**config.mk**
```make
export PLATFORM = sky130hd
export DESIGN_NAME = fcc_geometry
export DESIGN_NICKNAME = d
export VERILOG_FILES = /design/src/rtl/fcc_pkg.sv /design/src/rtl/fcc_geometry.sv
export SDC_FILE = /design/constraint.sdc
export NUM_CORES = 1
export LEC_CHECK = 0
export BUFFER_PORTS_ARGS = -buffer_cell sky130_fd_sc_hd__buf_4
export CORE_ASPECT_RATIO = 0.7
export CORE_MARGIN = 1.5
export CORE_UTILIZATION = 59
export CTS_BUF_LIST = sky130_fd_sc_hd__clkbuf_16
export DETAILED_ROUTE_END_ITERATION = 7
export PLACE_DENSITY = 0.86
export SYNTH_ARGS = -nofsm -noshare
export SYNTH_HDL_FRONTEND = slang
export SYNTH_SLANG_ARGS = --single-unit
```
**constraint.sdc**
```tcl
create_clock -name aclk -period 7.7 [get_ports aclk]
set_input_delay 1.54 -clock aclk [delete_from_list [all_inputs] [get_ports aclk]]
set_output_delay 1.54 -clock aclk [all_outputs]
set_load 0.02 [all_outputs]
```
**src/rtl/fcc_pkg.sv**
```systemverilog
// ---------------------------------------------------------------------------
// Footprint clearance checker package
// Shared types, register indexes and widths.
// ---------------------------------------------------------------------------
package fcc_pkg;

    localparam int unsigned MAX_DIM_DEF = 1024;

    localparam int unsigned COLS_W = 11;
    localparam int unsigned HALF_W = 9;
    localparam int unsigned TOL_W  = 21;
    localparam int unsigned IDX_W  = 3;
    localparam int unsigned DATA_W = 21;
    localparam int unsigned OCC_W  = 8;

    // Signed width that holds every strip bound and any cell position.
    localparam int unsigned BND_W  = 15;
    // Position width for the largest supported grid dimension.
    localparam int unsigned POS_W  = 12;

    localparam logic [IDX_W-1:0] REG_GRID_COLUMNS = 3'd0;
    localparam logic [IDX_W-1:0] REG_GRID_ROWS    = 3'd1;
    localparam logic [IDX_W-1:0] REG_HALF_LENGTH  = 3'd2;
    localparam logic [IDX_W-1:0] REG_HALF_WIDTH   = 3'd3;
    localparam logic [IDX_W-1:0] REG_MARGIN       = 3'd4;
    localparam logic [IDX_W-1:0] REG_TOLERANCE    = 3'd5;

    typedef struct packed {
        logic signed [BND_W-1:0] side_x_lo;
        logic signed [BND_W-1:0] side_x_hi;
        logic signed [BND_W-1:0] left_y_lo;
        logic signed [BND_W-1:0] left_y_hi;
        logic signed [BND_W-1:0] right_y_lo;
        logic signed [BND_W-1:0] right_y_hi;
        logic signed [BND_W-1:0] front_x_lo;
        logic signed [BND_W-1:0] front_x_hi;
        logic [TOL_W-1:0]        tolerance;
    } bounds_t;

    typedef struct packed {
        logic                    valid;
        logic signed [OCC_W-1:0] occupancy;
        logic                    last_cell;
        logic [POS_W-1:0]        x;
        logic [POS_W-1:0]        y;
    } cell_t;

endpackage

```
**src/rtl/fcc_geometry.sv**
```systemverilog
// ---------------------------------------------------------------------------
// Footprint clearance checker geometry
// Configuration registers, clamped grid size and registered strip bounds.
// ---------------------------------------------------------------------------
module fcc_geometry #(
    parameter int unsigned MAX_DIM = fcc_pkg::MAX_DIM_DEF
) (
    input  logic                          aclk,
    input  logic                          aresetn,
    input  logic                          cfg_valid,
    output logic                          cfg_ready,
    input  logic [fcc_pkg::IDX_W-1:0]     cfg_index,
    input  logic [fcc_pkg::DATA_W-1:0]    cfg_data,
    output logic [$clog2(MAX_DIM+1)-1:0]  grid_cols,
    output logic [$clog2(MAX_DIM+1)-1:0]  grid_rows,
    output fcc_pkg::bounds_t              bounds
);
    import fcc_pkg::*;

    localparam int unsigned DIM_W = $clog2(MAX_DIM + 1);
    localparam int unsigned CMP_W = (DIM_W > COLS_W) ? DIM_W : COLS_W;

    logic [COLS_W-1:0] cols_cfg_reg;
    logic [COLS_W-1:0] rows_cfg_reg;
    logic [HALF_W-1:0] half_len_reg;
    logic [HALF_W-1:0] half_wid_reg;
    logic [HALF_W-1:0] margin_reg;
    logic [TOL_W-1:0]  tol_reg;

    logic [DIM_W-1:0]  cols_clamped;
    logic [DIM_W-1:0]  rows_clamped;
    logic [CMP_W-1:0]  cols_ext;
    logic [CMP_W-1:0]  rows_ext;
    logic signed [BND_W-1:0] cx;
    logic signed [BND_W-1:0] cy;
    logic signed [BND_W-1:0] len_s;
    logic signed [BND_W-1:0] wid_s;
    logic signed [BND_W-1:0] mar_s;
    bounds_t           bounds_next;
    bounds_t           bounds_reg;

    assign cfg_ready = 1'b1;

    always_ff @(posedge aclk) begin
        if (!aresetn) begin
            cols_cfg_reg <= COLS_W'(1024);
            rows_cfg_reg <= COLS_W'(1024);
            half_len_reg <= HALF_W'(10);
            half_wid_reg <= HALF_W'(5);
            margin_reg   <= HALF_W'(10);
            tol_reg      <= TOL_W'(1);
        end else if (cfg_valid) begin
            unique case (cfg_index)
                REG_GRID_COLUMNS: cols_cfg_reg <= cfg_data[COLS_W-1:0];
                REG_GRID_ROWS:    rows_cfg_reg <= cfg_data[COLS_W-1:0];
                REG_HALF_LENGTH:  half_len_reg <= cfg_data[HALF_W-1:0];
                REG_HALF_WIDTH:   half_wid_reg <= cfg_data[HALF_W-1:0];
                REG_MARGIN:       margin_reg   <= cfg_data[HALF_W-1:0];
                REG_TOLERANCE:    tol_reg      <= cfg_data[TOL_W-1:0];
                default: ;
            endcase
        end
    end

    always_comb begin
        cols_ext = CMP_W'(cols_cfg_reg);
        rows_ext = CMP_W'(rows_cfg_reg);
        if (cols_ext == '0) begin
            cols_clamped = DIM_W'(1);
        end else if (cols_ext > CMP_W'(MAX_DIM)) begin
            cols_clamped = DIM_W'(MAX_DIM);
        end else begin
            cols_clamped = DIM_W'(cols_ext);
        end
        if (rows_ext == '0) begin
            rows_clamped = DIM_W'(1);
        end else if (rows_ext > CMP_W'(MAX_DIM)) begin
            rows_clamped = DIM_W'(MAX_DIM);
        end else begin
            rows_clamped = DIM_W'(rows_ext);
        end

        cx    = signed'(BND_W'(cols_clamped >> 1));
        cy    = signed'(BND_W'(rows_clamped >> 1));
        len_s = signed'(BND_W'(half_len_reg));
        wid_s = signed'(BND_W'(half_wid_reg));
        mar_s = signed'(BND_W'(margin_reg));

        bounds_next.side_x_lo  = cx - len_s - mar_s;
        bounds_next.side_x_hi  = cx + len_s + mar_s;
        bounds_next.left_y_lo  = cy + wid_s;
        bounds_next.left_y_hi  = cy + wid_s + mar_s;
        bounds_next.right_y_lo = cy - wid_s - mar_s;
        bounds_next.right_y_hi = cy - wid_s;
        bounds_next.front_x_lo = cx + len_s;
        bounds_next.front_x_hi = cx + len_s + mar_s;
        bounds_next.tolerance  = tol_reg;
    end

    always_ff @(posedge aclk) begin
        bounds_reg <= bounds_next;
    end

    // The position tracker sees a new grid size in the cycle after the write.
    assign bounds    = bounds_reg;
    assign grid_cols = cols_clamped;
    assign grid_rows = rows_clamped;

endmodule

```
; After elaboration in Yosys (flattened, before gate mapping)
; Index checks and enable logic that the tools add are counted.
[totals]
input_bits = 27
wordCells = 42
output_inout_bits = 164
register_bits = 175
[classes]
addsub = 8
n_reduce_logical = 9
mux = 4
n_lt_le_gt_ge = 2
n_eq_ne = 5
[ops]
columns = op, count
row1 = two-way mux 11 bit, 4
row2 = adder 11 x 9 -> 12 bit, 2
row3 = subtractor 11 x 10 -> 12 bit, 2
row4 = adder 10 x 9 -> 11 bit, 2
row5 = > comparator 11 bit (second input constant), 2
row6 = logical NOT 11 bit, 2
row7 = subtractor 10 x 9 -> 11 bit, 2
row8 = AND reduction 2 bit, 6
row9 = equality test 3 x 2 -> 1 bit (second input constant), 2
row10 = equality test 3 bit (second input constant), 2
row11 = equality test 3 x 1 -> 1 bit (second input constant), 1
row12 = logical NOT 3 bit, 1

; Longest topological paths before layout
[logic_depth]
depth_word = 5
mapped_depth = 19
mapped_depth_nobuf = 18

; Worst setup path after synthesis
; OpenSTA, ideal clock, no wires.
[synth_timing]
path_type = reg-to-reg
start = reg cols_cfg_reg[10]
end = reg bounds_reg, in the netlist bounds[31]
slack_ns = 3.969
n_path_buf = 2
t_arrival_ns = 3.645
period_less_slack_ns = 3.731
required_time_ns = 7.614
setup_ns = 0.086
stages_incl_launch_ff = 17
path_cell_list = dfxtp_1 clkbuf_1 clkbuf_1 nor2b_1 ha_1 nand2b_1 a21oi_2 or3_4 a31oi_4 o31ai_1 xnor2_1 ha_1 or2_2 a21oi_1 a21oi_1 and3_1 a211oi_1
[synth_lines]
columns = element, line_no
row1 = "start, declared", fcc_geometry.sv:23  ; logic [COLS_W-1:0] cols_cfg_reg;
row2 = "start signal, assigned", fcc_geometry.sv:54  ; REG_GRID_COLUMNS: cols_cfg_reg <= cfg_data[COLS_W-1:0];
row3 = "end signal, assigned", fcc_geometry.sv:101  ; bounds_reg <= bounds_next;
row4 = "end, declared", fcc_geometry.sv:40  ; bounds_t bounds_reg;

==> reports/metrics.csv <==
metric;value;unit
PwrDens;202;nW/um^2
filler instances;1039;
worst vdd ir;0.173;mV
main flop type after synthesis;dfxtp_1;
crit-path max FO;18;
Die H;103;um
# rows;36;
Worst setup SP type;register;
DP HPWL;15700;um
Core Region;14000;sq um
asr flop ratio synth;0;
Leakage;4.61;nW
Final Util;0.732;
Synth Warn #;0;
n_diodes;0;
Flop pwr share;0.455;
final setup fails;0;
Int Pwr;1.49;mW
sequential-to-total area share from yosys stat;0.404;
Crit path arrival time;4.52;ns
Max Freq;240;MHz
post-synthesis register bit count;171;
Hold Crit Class;reg2reg;
Syn Inst Count;936;
CTS clk-pin slew, worst paths;0.08;ns
synthesized area;8480;sq um
commonest cells in the netlist;dfxtp_1 (171), nand2_1 (152), ha_1 (76);
Sw Ratio;0.280;
post-CTS setup buffers;0;
DIE AREA;15100;sq um
top post-synthesis cells by area;dfxtp_1 (40%), ha_1 (11%), nand2_1 (6.7%);
Layout Nets;1183;
DRT iter0 DRCs;576;
vias in the first global route;6447;
Ports;191;
Pre-antenna DRT Iters;5;
Reg2Reg Capture Point;bounds[31]$_DFF_P_;
starting density of the core;0.607;
WHS Path Cells;0;
Synth cell types;66;
placer congestion estimate;0.979;
Yosys top cell area share;0.404;
IO Port Bufs;172;
deepest clock path buffer count;2;
first-pass GRT wire length;33100;um
layout cells sized above 1;0.216;
Setup CP Type;reg2reg;
Comb pwr share;0.121;
cell area after layout;10200;sq um
outcome;finished, final reports clean;
fin. max-slew vios;0;
via count;6906;
RSZ-0062 raised after global routing;no;
Worst Hold Launch;tol_reg[20]$_SDFFE_PN0P_;
drt wl/cell;16.7;um
area growth from synthesis to layout;20.5;%
final clock skew;0.0134;ns
MaxCap Viol Count;0;
post-route ant nets;0;
Root Buffer;clkbuf_16;
Worst R2R Start;cols_cfg_reg[10]$_SDFFE_PN1P_;
Largest register FFs;101;
grt total ovfl;0;
crit share post-route;0.541;
Worst Tran Pin Value;1.21;ns
Placement Cell Area;9620;sq um
clock sinks;171;
Final Hold Vio Count;0;
most frequent cell after synthesis;dfxtp_1;
drt drc;0;
Avg Cell Area, Syn;9.06;sq um
relative slew slack;0.185;
number of synthesized flops with an enable pin;0;
Avg Vias per Cell;5.42;
leading area contributor after synthesis;dfxtp_1;
Die Width;146;um
min cycle time layout;4.16;ns
Hold EP;bounds[20]$_DFF_P_;
largest net degree at the start of global routing;71;
Critical Path RT;8.05;ns
internal reg-to-reg setup slack;3.54;ns
CP endpoint kind;register;
Post-CTS Resized;0;
TritonCTS clock tree;yes;
initial antenna violation count;0;
clk_lat worst skew;0.44;ns
CTS Buf Count;17;
setup_tns;0;ns
H-tree depth;4;
P_sw;0.580;mW
DRT Wirelength;21300;um
Clock Power Share;0.424;
cts-stage hold buffer count;0;
GRT Util Overall;0.282;
worst r2r path cells;18;
## kinds of logic after synthesis
| kind of cell | count (synthesis) | share of synthesized area |
|---|---|---|
| other cells | 2 | 0.000886 |
| flops | 171 | 0.404 |
| buf+inv | 121 | 0.0753 |
| mux | 1 | 0.00118 |
| fa+ha+maj | 84 | 0.131 |
| simple gates | 301 | 0.159 |
| compound gates | 206 | 0.174 |
| xor+xnor | 50 | 0.0543 |
## power by group through the flow
| stage | clock [mW] | combinational, mW | sequential [mW] |
|---|---|---|---|
| final | 0.877 | 0.250 | 0.942 |
| after global routing | 0.921 | 0.267 | 0.946 |
| after CTS | 0.878 | 0.247 | 0.942 |
| after detailed placement | 0 | 0.244 | 0.963 |
| after global placement | 0 | 0.241 | 0.961 |
| after floorplan | 0 | 0.128 | 0.994 |
## cells in the final DEF, fill, tap and decap left out, drive strengths merged, types with 7 or more instances in the layout
master / count
a211oi: 12
conb: 18
o211ai: 7
nand3: 8
fa: 8
nand2: 152
inv: 58
nor4: 9
a21o: 11
nor3: 8
dfxtp: 171
buf: 173
o21ai: 32
nand2b: 13
a21boi: 62
xnor2: 33
a21oi: 38
nor2b: 29
xor2: 17
o21a: 9
nor2: 67
clkbuf: 17
ha: 76
## per-stage QoR
stage                     power [mW]  std cells  worst slack, ns  hold WS (ns)
after global routing            2.13       1275             3.20         0.358
after CTS                       2.07       1275             3.63         0.351
after global placement          1.20       1243             3.71         0.334
final                           2.07       1275             3.54         0.344
after detailed placement        1.21       1243             3.64         0.336
after floorplan                 1.12        952             3.97         0.331
## critical path, cell delays in order (launching register included)
cell      delay (ns)
dfxtp_1         0.80
inv_1           0.34
nand2_1         0.18
inv_1           0.07
ha_1            0.22
fa_1            0.39
nor2b_1         0.16
nor2_1          0.09
nor2_1          0.05
nor2_1          0.12
xnor2_1         0.17
ha_1            0.29
o21ai_0         0.11
a21oi_1         0.09
o21a_1          0.19
o21ai_0         0.26
a21oi_1         0.18
and3_1          0.22
a211oi_1        0.15
## routing by layer
| layer | up-vias | part of all wire | track usage |
|---|---|---|---|
| met5 | - | 0 | 0 |
| met4 | 0 | 0.017 | 0.0878 |
| met3 | 32 | 0.11 | 0.0851 |
| met2 | 331 | 0.42 | 0.429 |
| met1 | 3201 | 0.46 | 0.388 |
| li1 | 3342 | - | - |
## worst max path at each step
stage                                  start                 end  cells after the start  slack, ns
2_1_floorplan  cols_cfg_reg[10]$_SDFFE_PN1P_  bounds[31]$_DFF_P_                     16       3.97
3_3_place_gp   cols_cfg_reg[10]$_SDFFE_PN1P_  bounds[31]$_DFF_P_                     15       3.71
3_5_place_dp   cols_cfg_reg[10]$_SDFFE_PN1P_  bounds[31]$_DFF_P_                     15       3.64
4_1_cts        cols_cfg_reg[10]$_SDFFE_PN1P_  bounds[31]$_DFF_P_                     18       3.63
5_1_grt        cols_cfg_reg[10]$_SDFFE_PN1P_  bounds[31]$_DFF_P_                     18       3.20
6_report       cols_cfg_reg[10]$_SDFFE_PN1P_  bounds[31]$_DFF_P_                     18       3.54
## final cells by class
| class | instances | area (sq um) | share of cell area |
|---|---|---|---|
| clock buffer | 17 | 425 | 0.0416 |
| clock inverter | 15 | 173 | 0.0169 |
| inverter | 49 | 184 | 0.0180 |
| multi-input combinational | 660 | 4470 | 0.438 |
| sequential | 171 | 3420 | 0.335 |
| tap | 190 | 238 | 0.0233 |
| timing repair buffer | 173 | 1300 | 0.127 |
No activity file was read; power rests on OpenSTA's default activity.
